## config.mk

```make
export PLATFORM = sky130hd
export DESIGN_NAME = alarm_snooze_melody_controller_core
export DESIGN_NICKNAME = d
export VERILOG_FILES = /design/src/asmc_pkg.sv /design/src/asmc_engine.sv /design/src/alarm_snooze_melody_controller_core.sv
export SDC_FILE = /design/constraint.sdc
export NUM_CORES = 1
export LEC_CHECK = 0
export BUFFER_PORTS_ARGS = -buffer_cell sky130_fd_sc_hd__buf_2
export CAP_MARGIN = 20
export CELL_PAD_IN_SITES_DETAIL_PLACEMENT = 0
export CELL_PAD_IN_SITES_GLOBAL_PLACEMENT = 1
export CORE_MARGIN = 2
export CORE_UTILIZATION = 25
export DETAILED_ROUTE_END_ITERATION = 10
export GPL_TIMING_DRIVEN = 0
export PLACE_DENSITY_LB_ADDON = 0.08
export RECOVER_POWER = 50
export SLEW_MARGIN = 20
export SYNTH_ARGS = -nofsm -noshare
export SYNTH_HDL_FRONTEND = slang
export SYNTH_SLANG_ARGS = --single-unit
```

## constraint.sdc

```tcl
create_clock -name clk -period 5.4 [get_ports clk]
set_clock_uncertainty 0.2 [all_clocks]
set_input_delay 0.27 -clock clk [delete_from_list [all_inputs] [get_ports clk]]
set_output_delay 0.27 -clock clk [all_outputs]
set_load 0.01 [all_outputs]
```

## src/asmc_pkg.sv

```systemverilog
`timescale 1ns / 1ps

package asmc_pkg;

    // Operation codes carried by an input item.
    typedef enum logic [1:0] {
        OP_TICK   = 2'd0,
        OP_STOP   = 2'd1,
        OP_SNOOZE = 2'd2
    } op_e;

    // Configuration register indexes.
    typedef enum logic [2:0] {
        CFG_ALARM_ENABLED  = 3'd0,
        CFG_ALARM_HOUR     = 3'd1,
        CFG_ALARM_MINUTE   = 3'd2,
        CFG_SNOOZE_MINUTES = 3'd3,
        CFG_NOTE_PERIOD_MS = 3'd4
    } cfg_idx_e;

    localparam int unsigned CFG_INDEX_W = 3;
    localparam int unsigned CFG_DATA_W  = 8;

    localparam logic        ALARM_ENABLED_RST  = 1'b0;
    localparam logic [4:0]  ALARM_HOUR_RST     = 5'd7;
    localparam logic [5:0]  ALARM_MINUTE_RST   = 6'd0;
    localparam logic [5:0]  SNOOZE_MINUTES_RST = 6'd5;
    localparam logic [7:0]  NOTE_PERIOD_RST    = 8'd120;

    localparam logic [15:0] MS_PER_MINUTE      = 16'd60000;
    localparam logic [7:0]  NOTE_TIMER_MAX     = 8'hFF;

    typedef struct packed {
        logic [1:0] operation;
        logic [4:0] hour_now;
        logic [5:0] minute_now;
        logic       time_valid;
    } in_item_t;

    typedef struct packed {
        logic        tone_write;
        logic [10:0] tone_hz;
        logic        ringing;
        logic        snoozing;
        logic        ring_started;
    } out_item_t;

    typedef struct packed {
        logic       alarm_enabled;
        logic [4:0] alarm_hour;
        logic [5:0] alarm_minute;
        logic [5:0] snooze_minutes;
        logic [7:0] note_period_ms;
    } cfg_t;

    // Melody table; every odd step is a rest and entries past the tune are silence.
    function automatic logic [10:0] melody_note(input logic [5:0] idx);
        logic [10:0] hz;
        hz = 11'd0;
        case (idx)
            6'd0, 6'd8:   hz = 11'd196;
            6'd2, 6'd10:  hz = 11'd164;
            6'd4, 6'd12:  hz = 11'd146;
            6'd6, 6'd14:  hz = 11'd130;
            6'd16:        hz = 11'd262;
            6'd18:        hz = 11'd330;
            6'd20:        hz = 11'd392;
            6'd22, 6'd38: hz = 11'd523;
            6'd24, 6'd28, 6'd34: hz = 11'd784;
            6'd26, 6'd36: hz = 11'd659;
            6'd30:        hz = 11'd1047;
            6'd32:        hz = 11'd880;
            default:      hz = 11'd0;
        endcase
        return hz;
    endfunction

endpackage

```

## src/asmc_engine.sv

```systemverilog
`timescale 1ns / 1ps

module asmc_engine #(
    parameter int MELODY_LEN = 40
) (
    input  logic              clk,
    input  logic              rst_n,
    input  logic              step_en,
    input  asmc_pkg::in_item_t item,
    input  asmc_pkg::cfg_t    cfg,
    output asmc_pkg::out_item_t result
);
    import asmc_pkg::*;

    localparam logic [6:0] MEL_LEN = 7'(MELODY_LEN);

    logic        ring_reg, ring_next;
    logic        snooze_reg, snooze_next;
    logic        latch_reg, latch_next;
    logic [5:0]  note_idx_reg, note_idx_next;
    logic [7:0]  note_ms_reg, note_ms_next;
    logic [21:0] snooze_left_reg, snooze_left_next;

    logic [7:0]  note_ms_inc;
    logic [6:0]  note_idx_inc;
    logic [21:0] snooze_left_dec;
    logic [21:0] snooze_load;
    logic        tone_wr;
    logic [10:0] tone_hz;
    logic        started;

    assign snooze_load = 22'(cfg.snooze_minutes) * 22'(MS_PER_MINUTE);
    assign note_ms_inc = (note_ms_reg != NOTE_TIMER_MAX) ? note_ms_reg + 8'd1 : note_ms_reg;
    assign note_idx_inc = {1'b0, note_idx_reg} + 7'd1;
    assign snooze_left_dec = (snooze_left_reg != 22'd0) ? snooze_left_reg - 22'd1
                                                       : snooze_left_reg;

    always_comb
    begin
        ring_next        = ring_reg;
        snooze_next      = snooze_reg;
        latch_next       = latch_reg;
        note_idx_next    = note_idx_reg;
        note_ms_next     = note_ms_reg;
        snooze_left_next = snooze_left_reg;
        tone_wr          = 1'b0;
        tone_hz          = 11'd0;
        started          = 1'b0;
        case (item.operation)
            OP_TICK:
            begin
                if (ring_reg)
                begin
                    note_ms_next = note_ms_inc;
                    if (note_ms_inc >= cfg.note_period_ms)
                    begin
                        note_ms_next = 8'd0;
                        tone_wr      = 1'b1;
                        tone_hz      = ({1'b0, note_idx_reg} < MEL_LEN)
                                       ? melody_note(note_idx_reg) : 11'd0;
                        note_idx_next = (note_idx_inc >= MEL_LEN) ? 6'd0 : note_idx_inc[5:0];
                    end
                end
                else if (snooze_reg)
                begin
                    snooze_left_next = snooze_left_dec;
                    if (snooze_left_dec == 22'd0)
                    begin
                        ring_next     = 1'b1;
                        snooze_next   = 1'b0;
                        note_idx_next = 6'd0;
                        note_ms_next  = NOTE_TIMER_MAX;
                        started       = 1'b1;
                    end
                end
                else if (!cfg.alarm_enabled)
                begin
                    latch_next = 1'b0;
                end
                else if (item.time_valid)
                begin
                    if (item.hour_now == cfg.alarm_hour &&
                        item.minute_now == cfg.alarm_minute && !latch_reg)
                    begin
                        latch_next    = 1'b1;
                        ring_next     = 1'b1;
                        snooze_next   = 1'b0;
                        note_idx_next = 6'd0;
                        note_ms_next  = NOTE_TIMER_MAX;
                        started       = 1'b1;
                    end
                    // The latch is released once the clock has left the alarm minute.
                    if (item.minute_now != cfg.alarm_minute)
                        latch_next = 1'b0;
                end
            end
            OP_STOP:
            begin
                ring_next   = 1'b0;
                snooze_next = 1'b0;
                tone_wr     = 1'b1;
            end
            OP_SNOOZE:
            begin
                ring_next        = 1'b0;
                snooze_next      = 1'b1;
                snooze_left_next = snooze_load;
                tone_wr          = 1'b1;
            end
            default:
            begin
                tone_wr = 1'b0;
            end
        endcase
    end

    always_ff @(posedge clk or negedge rst_n)
    begin
        if (!rst_n)
        begin
            ring_reg        <= 1'b0;
            snooze_reg      <= 1'b0;
            latch_reg       <= 1'b0;
            note_idx_reg    <= 6'd0;
            note_ms_reg     <= 8'd0;
            snooze_left_reg <= 22'd0;
        end
        else if (step_en)
        begin
            ring_reg        <= ring_next;
            snooze_reg      <= snooze_next;
            latch_reg       <= latch_next;
            note_idx_reg    <= note_idx_next;
            note_ms_reg     <= note_ms_next;
            snooze_left_reg <= snooze_left_next;
        end
    end

    assign result.tone_write   = tone_wr;
    assign result.tone_hz      = tone_hz;
    assign result.ringing      = ring_next;
    assign result.snoozing     = snooze_next;
    assign result.ring_started = started;

endmodule

```

## src/alarm_snooze_melody_controller_core.sv

```systemverilog
`timescale 1ns / 1ps

// Alarm controller with snooze and a looping melody.
// Input channel (item_valid / item_stall / item): one item per millisecond tick
// carrying the time of day, or a stop or snooze button event.
// Output channel (result_valid / result_stall / result): exactly one result per
// item, giving any buzzer tone write and the ringing and snoozing status.
// Configuration: cfg_write writes cfg_data into the register at cfg_index on a
// clock edge; writes take effect at once. Writes are to be made only while
// the block is idle; the block itself does not enforce this. An item taken
// sits in the input register, is worked on by the step logic and its result is
// loaded into the output register. One item is taken every cycle while
// item_stall is low; the step logic updates its state once per item.
// When the receiver stalls, the result is held, one more item can wait in the
// input register, and item_stall is raised only once both are full.
// Reset clears all status and restores the register defaults (alarm disabled,
// 07:00, five minute snooze, 120 ms note period).
module alarm_snooze_melody_controller_core #(
    parameter int MELODY_LEN = 40
) (
    input  logic                              clk,
    input  logic                              rst_n,
    input  logic                              item_valid,
    output logic                              item_stall,
    input  asmc_pkg::in_item_t                item,
    output logic                              result_valid,
    input  logic                              result_stall,
    output asmc_pkg::out_item_t               result,
    input  logic                              cfg_write,
    input  logic [asmc_pkg::CFG_INDEX_W-1:0]  cfg_index,
    input  logic [asmc_pkg::CFG_DATA_W-1:0]   cfg_data
);
    import asmc_pkg::*;

    in_item_t  item_reg;
    logic      item_valid_reg;
    out_item_t result_reg;
    logic      result_valid_reg;
    cfg_t      cfg_reg;
    out_item_t step_result;
    logic      advance;
    logic      take;

    // The input register moves on whenever the output register is free or is
    // being emptied by a transfer in this cycle.
    assign advance    = !result_valid_reg || !result_stall;
    assign item_stall = item_valid_reg && !advance;
    assign take       = item_valid && !item_stall;

    asmc_engine #(
        .MELODY_LEN(MELODY_LEN)
    ) u_engine (
        .clk    (clk),
        .rst_n  (rst_n),
        .step_en(item_valid_reg && advance),
        .item   (item_reg),
        .cfg    (cfg_reg),
        .result (step_result)
    );

    always_ff @(posedge clk or negedge rst_n)
    begin
        if (!rst_n)
        begin
            item_valid_reg   <= 1'b0;
            result_valid_reg <= 1'b0;
        end
        else
        begin
            if (take)
                item_valid_reg <= 1'b1;
            else if (advance)
                item_valid_reg <= 1'b0;
            if (advance)
                result_valid_reg <= item_valid_reg;
        end
    end

    always_ff @(posedge clk)
    begin
        if (take)
            item_reg <= item;
        if (advance && item_valid_reg)
            result_reg <= step_result;
    end

    always_ff @(posedge clk or negedge rst_n)
    begin
        if (!rst_n)
        begin
            cfg_reg.alarm_enabled  <= ALARM_ENABLED_RST;
            cfg_reg.alarm_hour     <= ALARM_HOUR_RST;
            cfg_reg.alarm_minute   <= ALARM_MINUTE_RST;
            cfg_reg.snooze_minutes <= SNOOZE_MINUTES_RST;
            cfg_reg.note_period_ms <= NOTE_PERIOD_RST;
        end
        else if (cfg_write)
        begin
            case (cfg_index)
                CFG_ALARM_ENABLED:  cfg_reg.alarm_enabled  <= cfg_data[0];
                CFG_ALARM_HOUR:     cfg_reg.alarm_hour     <= cfg_data[4:0];
                CFG_ALARM_MINUTE:   cfg_reg.alarm_minute   <= cfg_data[5:0];
                CFG_SNOOZE_MINUTES: cfg_reg.snooze_minutes <= cfg_data[5:0];
                CFG_NOTE_PERIOD_MS: cfg_reg.note_period_ms <= cfg_data;
                default:            cfg_reg.alarm_enabled  <= cfg_reg.alarm_enabled;
            endcase
        end
    end

    assign result_valid = result_valid_reg;
    assign result       = result_reg;

    // The alarm is never ringing and snoozing at once.
    a_ring_snooze_excl: assert property (@(posedge clk) disable iff (!rst_n)
        result_valid_reg |-> !(result_reg.ringing && result_reg.snoozing))
        else $error("ringing and snoozing both set");

    // A ring that starts is reported as ringing in the same result.
    a_start_rings: assert property (@(posedge clk) disable iff (!rst_n)
        (result_valid_reg && result_reg.ring_started) |-> result_reg.ringing)
        else $error("ring started without ringing");

    // A result without a buzzer write carries no frequency.
    a_no_write_silent: assert property (@(posedge clk) disable iff (!rst_n)
        (result_valid_reg && !result_reg.tone_write) |-> (result_reg.tone_hz == 11'd0))
        else $error("tone frequency without a write");

    // Input is held back only while both stages are full and the output is stalled.
    a_stall_cause: assert property (@(posedge clk) disable iff (!rst_n)
        item_stall |-> (result_valid_reg && result_stall && item_valid_reg))
        else $error("input stalled without a full pipeline");

endmodule

```

# [Yosys cells after proc, flatten, opt, wreduce, memory -nomap -nowiden]
# Memory sizes are Yosys's and may differ from the RTL's. A register that Yosys moved wholly into a read port is not among the register bits.
# Index checks and enable logic that the tools add are counted.
[totals] ff_bits=85 romBits=704 in_bits=30 output_inout_bits=17 word_cells=121 mem_count=1
[classes] n_addsub=3 multipliers=1 magnitude_cmp=3 eq_ne=16 mux=40 bitwise_logic=3 reduce_logical=33
[memory_table] memory="(name not given)" words=64 width=11 rd=1 rd_clocked_by_memory_dff=1 write_ports=0 line_no="asmc_pkg.sv:60" text="case (idx)"
[ops] cell="$mux 22" n=3
[ops] cell="$mux 8" n=8
[ops] cell="$mux 6" n=8
[ops] cell="$pmux 22 s2" n=1
[ops] cell="$logic_not 22->1" n=1
[ops] cell="$reduce_bool 22->1" n=1
[ops] cell="$sub 22x1->22 const B" n=1
[ops] cell="$mul 6x11->17 const B" n=1
[ops] cell="$mux 1" n=17
[ops] cell="$reduce_and 6->1" n=2
[ops] cell="$reduce_and 2->1" n=5
[ops] cell="$reduce_bool 3->1" n=3
[ops] cell="$add 8x1->8 const B" n=1
[ops] cell="$ge 8x8->1" n=1
[ops] cell="$ne 8x8->1 const B" n=1
[ops] cell="$reduce_and 4->1" n=2
[ops] cell="$add 6x1->7 const B" n=1
[ops] cell="$ge 7x6->1 const B" n=1
[ops] cell="$reduce_and 7->1" n=1
[ops] cell="$eq 3x2->1 const B" n=2
[ops] cell="$eq 6x6->1" n=1
[ops] cell="$logic_not 1->1" n=6
[ops] cell="$lt 6x6->1 const B" n=1
[ops] cell="$ne 2x2->1 const B" n=3
[ops] cell="18 further kinds" n=27

# [Depth between registers and ports, before layout]
[depth] ltp_word=9 depth_mapped=14 ltp_nobuf=14

# [Cells and area by module]
# From an unflattened synthesis, not the netlist that was laid out.
[unflattened] cells_unflattened=684 area_unflattened_um2=6777.8
[by_module_without_submodules] mod="asmc_engine" instances=1 cells_per_inst=588 area_each_um2=4739.5 seq_area_each_um2=975.9
[by_module_without_submodules] mod="alarm_snooze_melody_controller_core" instances=1 cells_per_inst=96 area_each_um2=2038.2 seq_area_each_um2=1582.8

# [Least setup slack after synthesis]
# Ideal clock, no wire load.
[synth_timing] path_kind="reg-to-reg" from="register u_engine.note_ms_reg[0]" to="register u_engine.note_idx_reg[0]" setup_time_ns=0.125 arrival_time_ns=3.256 t_required_ns=5.075 slack_ns=1.819 path_stages_with_launch=15 path_buffers=0 period_less_slack_ns=3.581 path_cell_list="dfrtp_1 > ha_1 > nand2_1 > nor4_1 > nand3_1 > xnor2_1 > ha_1 > nand2b_1 > a21o_1 > a21o_1 > a211oi_1 > o21ai_0 > a21oi_1 > nor3_1 > mux2_2"
[synth_via] elab_chain_cells=5 elab_cells_between_ends=6 cone_classes="add/sub: 1; order compare: 1; eq/ne: 2; mux: 1; reduce/logical: 1"
[synth_rtl] item="start: declaration" line_no="asmc_engine.sv:21" text="logic [7:0] note_ms_reg, note_ms_next;"
[synth_rtl] item="start signal: assignment" line_no="asmc_engine.sv:134" text="note_ms_reg <= note_ms_next;"
[synth_rtl] item="$add 8x1->8 or $ne 8x8->1 (tied branches)" line_no="asmc_engine.sv:33" text="assign note_ms_inc = (note_ms_reg != NOTE_TIMER_MAX) ? note_ms_reg + 8'd1 : note_ms_reg;"
[synth_rtl] item="$mux 8 (*)" line_no="asmc_engine.sv:33"
[synth_rtl] item="$ge 8x8->1 (*)" line_no="asmc_engine.sv:55" text="if (note_ms_inc >= cfg.note_period_ms)"
[synth_rtl] item="$ne 2x2->1 (no line) (*)"
[synth_rtl] item="$reduce_and 7->1 (no line) (*)"
[synth_rtl] item="end signal: assignment" line_no="asmc_engine.sv:133" text="note_idx_reg <= note_idx_next;"
[synth_rtl] item="end: declaration" line_no="asmc_engine.sv:20" text="logic [5:0] note_idx_reg, note_idx_next;"
# Mark *: on every way between the ends. The rest lies on a longest branch, timed or not.
# A chain may end at the register's enable or synchronous reset.

# [Worst setup path in the final report]
[layout_timing] from="register u_engine.note_ms_reg[0]" to="register u_engine.note_idx_reg[1]"
# Same word-level chain as after synthesis.

==> results.json <==
{
  "drt-wirelength-per-cell_um": 16.4,
  "final_setup_fails": 0,
  "holdPathEnd": "cfg_reg[1]$_DFFE_PN0P_",
  "hp-start": "cfg_data[1]",
  "timing.max_cap.violations": 1,
  "fillerInstances": 2854,
  "synth_adder_area_share_pct": 13.8,
  "yosys-mux-area-fraction_pct": 4.10,
  "cts.repair_timing.setup_buffer_count": 0,
  "design_area_um2": 7910,
  "design.die.area_um2": 28300,
  "finalHoldViolCount": 0,
  "row_count": 60,
  "crit_required_ns": 5.45,
  "setup.worst_path.end_class": "register",
  "post_synth_edffs": 29,
  "drive_above_1_share_pct": 13.0,
  "critical_path.max_fanout": 8,
  "worstReg2RegEnd": "u_engine.note_idx_reg[1]$_DFFE_PN0P_",
  "postSynthNetCount": 813,
  "dr.pass1.iters": 6,
  "rsz0062_at_grt": "no",
  "number_of_antenna_violations_at_the_first_check_in_global_routing": 0,
  "cts-buffers-inserted": 9,
  "max-slew-margin-rel_pct": -76.0,
  "power.static_leakage_uw": 0.00324,
  "instances_no_fill": 1143,
  "startpoint_type": "register",
  "grt_use_total_pct": 13.8,
  "ys_types": 73,
  "netlist_instances": 716,
  "clk-insertion-delay-late_ns": 0.36,
  "timing.final.crit_period_ns": 4.33,
  "final_util_pct": 29.6,
  "core_region_area_um2": 26700,
  "post_drt_via_cell_ratio": 4.82,
  "grtUsageMet1_pct": 20.1,
  "dpl-instance-area_um2": 7430,
  "vias_in_the_first_global_route": 5530,
  "cts_hold_repair.buffers": 23,
  "violations": "capacitance limit, slew limit",
  "synth_compound_gate_area_share_pct": 17.1,
  "clock-root-buffer": "clkbuf_16",
  "wl_final_mm": 18.8,
  "fp.dieH_um": 168,
  "number_of_h_tree_levels": 3,
  "holdCritPathClass": "primary input to register",
  "syn_to_final_growth_pct": 17.5,
  "use_met3_pct": 1.76,
  "worstPathArrival_ns": 4.38,
  "final_nets": 894,
  "final.hold.worst_slack_ns": 0.0132,
  "num_antenna_cells": 0,
  "clock_tree.buffer_depth": 2,
  "detailed_place_hpwl_mm": 14.4,
  "cts_resized": 0,
  "synthArstFlopShare_pct": 69.8,
  "avgSynthCellArea_um2": 9.41,
  "finalMaxSlewViolations": 47,
  "postSynth.topFlopCell": "dfrtp_1",
  "initial_core_util_pct": 25.2,
  "top_usage_layer": "met2",
  "grt_overflow": 0,
  "worst_hold_path_cell_count": 3,
  "io_buffer_count": 46,
  "dominant_combinational_cell_family_by_area_after_synthesis": "compound AO/OA/AOI/OAI gates",
  "cts.sink_count": 96,
  "regToRegSetupSlack_ns": 1.07,
  "route.vias.total": 5507,
  "synth_seq_cells": 96,
  "clk_pin_slew_worst_paths_ns": 0.09,
  "yosys_warnings": 0,
  "pin_count_of_the_biggest_net_entering_global_routing": 47,
  "crit_start": "u_engine.note_ms_reg[0]$_DFFE_PN0P_",
  "first_iter_violations": 379,
  "worstRegToRegCells": 14,
  "run_status": "finished with violations",
  "origin_of_the_critical_flop_to_flop_path": "u_engine.note_ms_reg[0]$_DFFE_PN0P_",
  "largest_register_ffs": 26,
  "ant_nets": 0,
  "globalRouteMet2Util_pct": 21.9,
  "die_w_um": 168,
  "detail_route.drc_violations": 0,
  "power_density_nw_per_um2": 516,
  "timing.fmax_mhz": 231,
  "totalNegativeSetupSlack_ns": 0,
  "cts_tree": "yes",
  "seq_area_frac_synth_pct": 38.0,
  "post_synth_and_or_nand_nor_area_fraction_pct": 16.9,
  "synthXorXnorAreaFrac_pct": 3.77,
  "critical_path_class": "register to register",
  "vdd_drop_max_mv": 0.201,
  "finalCritPeriodShare_pct": 80.2,
  "wire_length_of_the_first_global_routing_pass_mm": 30.9,
  "placedCellCount": 1104,
  "worst-slew-pin-transition_ns": 2.64,
  "place.gp.congestion": 0.799,
  "num_io_pins": 47,
  "syn_area_um2": 6740
}
[worst max-delay path, stage by stage (launching register included)]
cell      delay [ns]
dfrtp_1         0.45
ha_1            0.23
nand2_1         0.10
nor4_1          0.38
nand3_1         0.35
xnor2_1         0.28
ha_1            0.25
nand2b_1        0.14
a21o_1          0.18
a21o_1          0.18
a211oi_1        0.21
o21ai_0         0.22
a21oi_1         0.55
nor3_1          0.19
mux2_2          0.31
[metal layers]
metal	vias up	part of all wire (%)
li1	2754	-
met1	2649	51
met2	94	45
met3	10	3.0
met4	0	0.85
met5	-	0
[where the power goes]
part | switching [uW] | internal, uW | leakage, uW | total, uW
Clock | 334 | 328 | 0.000147 | 662
Combinational | 1350 | 960 | 0.00201 | 2310
Sequential | 185 | 927 | 0.00108 | 1110
[metrics by stage]
step                total power, uW  setup slack (ns)
floorplan                      2770              1.82
global placement               3450              1.09
detailed placement             3450              1.02
CTS                            4160             0.998
global route                   4510             0.413
finish                         4080              1.07
[placed cells by master (no fill, tap or decap), types with 6 or more instances in the layout]
cell type and count:
ha_1 55, a31oi_1 7, nor4_1 12, nor2_1 47
dfrtp_1 58, nand3_1 15, o21ai_0 61, o41ai_1 6
buf_2 28, mux2_2 21, clkbuf_1 37, or2_2 6
a21oi_1 55, nand2_1 54, inv_1 62, o21a_1 6
clkbuf_16 9, or3_1 9, xnor2_1 23, dlygate4sd3_1 24
fa_1 12, nand2b_1 7, edfxtp_1 29, buf_6 9
nand4_1 13, xor2_1 6, nor3_1 24, a21o_1 7
dfstp_2 9
[logic make-up after synthesis]
family,after synthesis
flip-flops,96
AO/OA/AOI/OAI,186
AND/OR/NAND/NOR,221
buffers and inverters,92
XOR/XNOR,29
adder cells (fa/ha/maj),67
multiplexers,25
[cells in the mapped netlist, types with 12 or more instances]
cell | number | area (um2)
inv_1 | 62 | 233
o21ai_0 | 61 | 305
dfrtp_1 | 58 | 1450
a21oi_1 | 55 | 275
ha_1 | 55 | 688
nand2_1 | 54 | 203
nor2_1 | 47 | 176
edfxtp_1 | 29 | 871
nor3_1 | 24 | 120
xnor2_1 | 23 | 201
mux2_2 | 21 | 236
clkbuf_1 | 18 | 67.6
nand3_1 | 15 | 75.1
nand4_1 | 13 | 81.3
fa_1 | 12 | 240
nor4_1 | 12 | 75.1
[area by class of cell]
type | count | area [um2] | area share, %
buffer | 30 | 199 | 2.51
clock buffer | 9 | 225 | 2.85
clock inverter | 7 | 76.3 | 0.965
inverter | 62 | 233 | 2.94
multi-input combinational | 528 | 3750 | 47.4
sequential | 96 | 2560 | 32.3
tap | 341 | 427 | 5.39
timing repair buffer | 70 | 440 | 5.57
[how the worst max path moves through the flow]
stage	end	slack (ns)	depth (start not counted)
finish	u_engine.note_idx_reg[1]$_DFFE_PN0P_	1.07	14
global route	u_engine.note_idx_reg[5]$_DFFE_PN0P_	0.41	3
CTS	u_engine.note_idx_reg[1]$_DFFE_PN0P_	1.0	14
detailed placement	u_engine.note_idx_reg[1]$_DFFE_PN0P_	1.02	14
global placement	u_engine.note_idx_reg[1]$_DFFE_PN0P_	1.09	14
floorplan	u_engine.note_idx_reg[0]$_DFFE_PN0P_	1.82	14
Power figures use the tool's default switching activity.
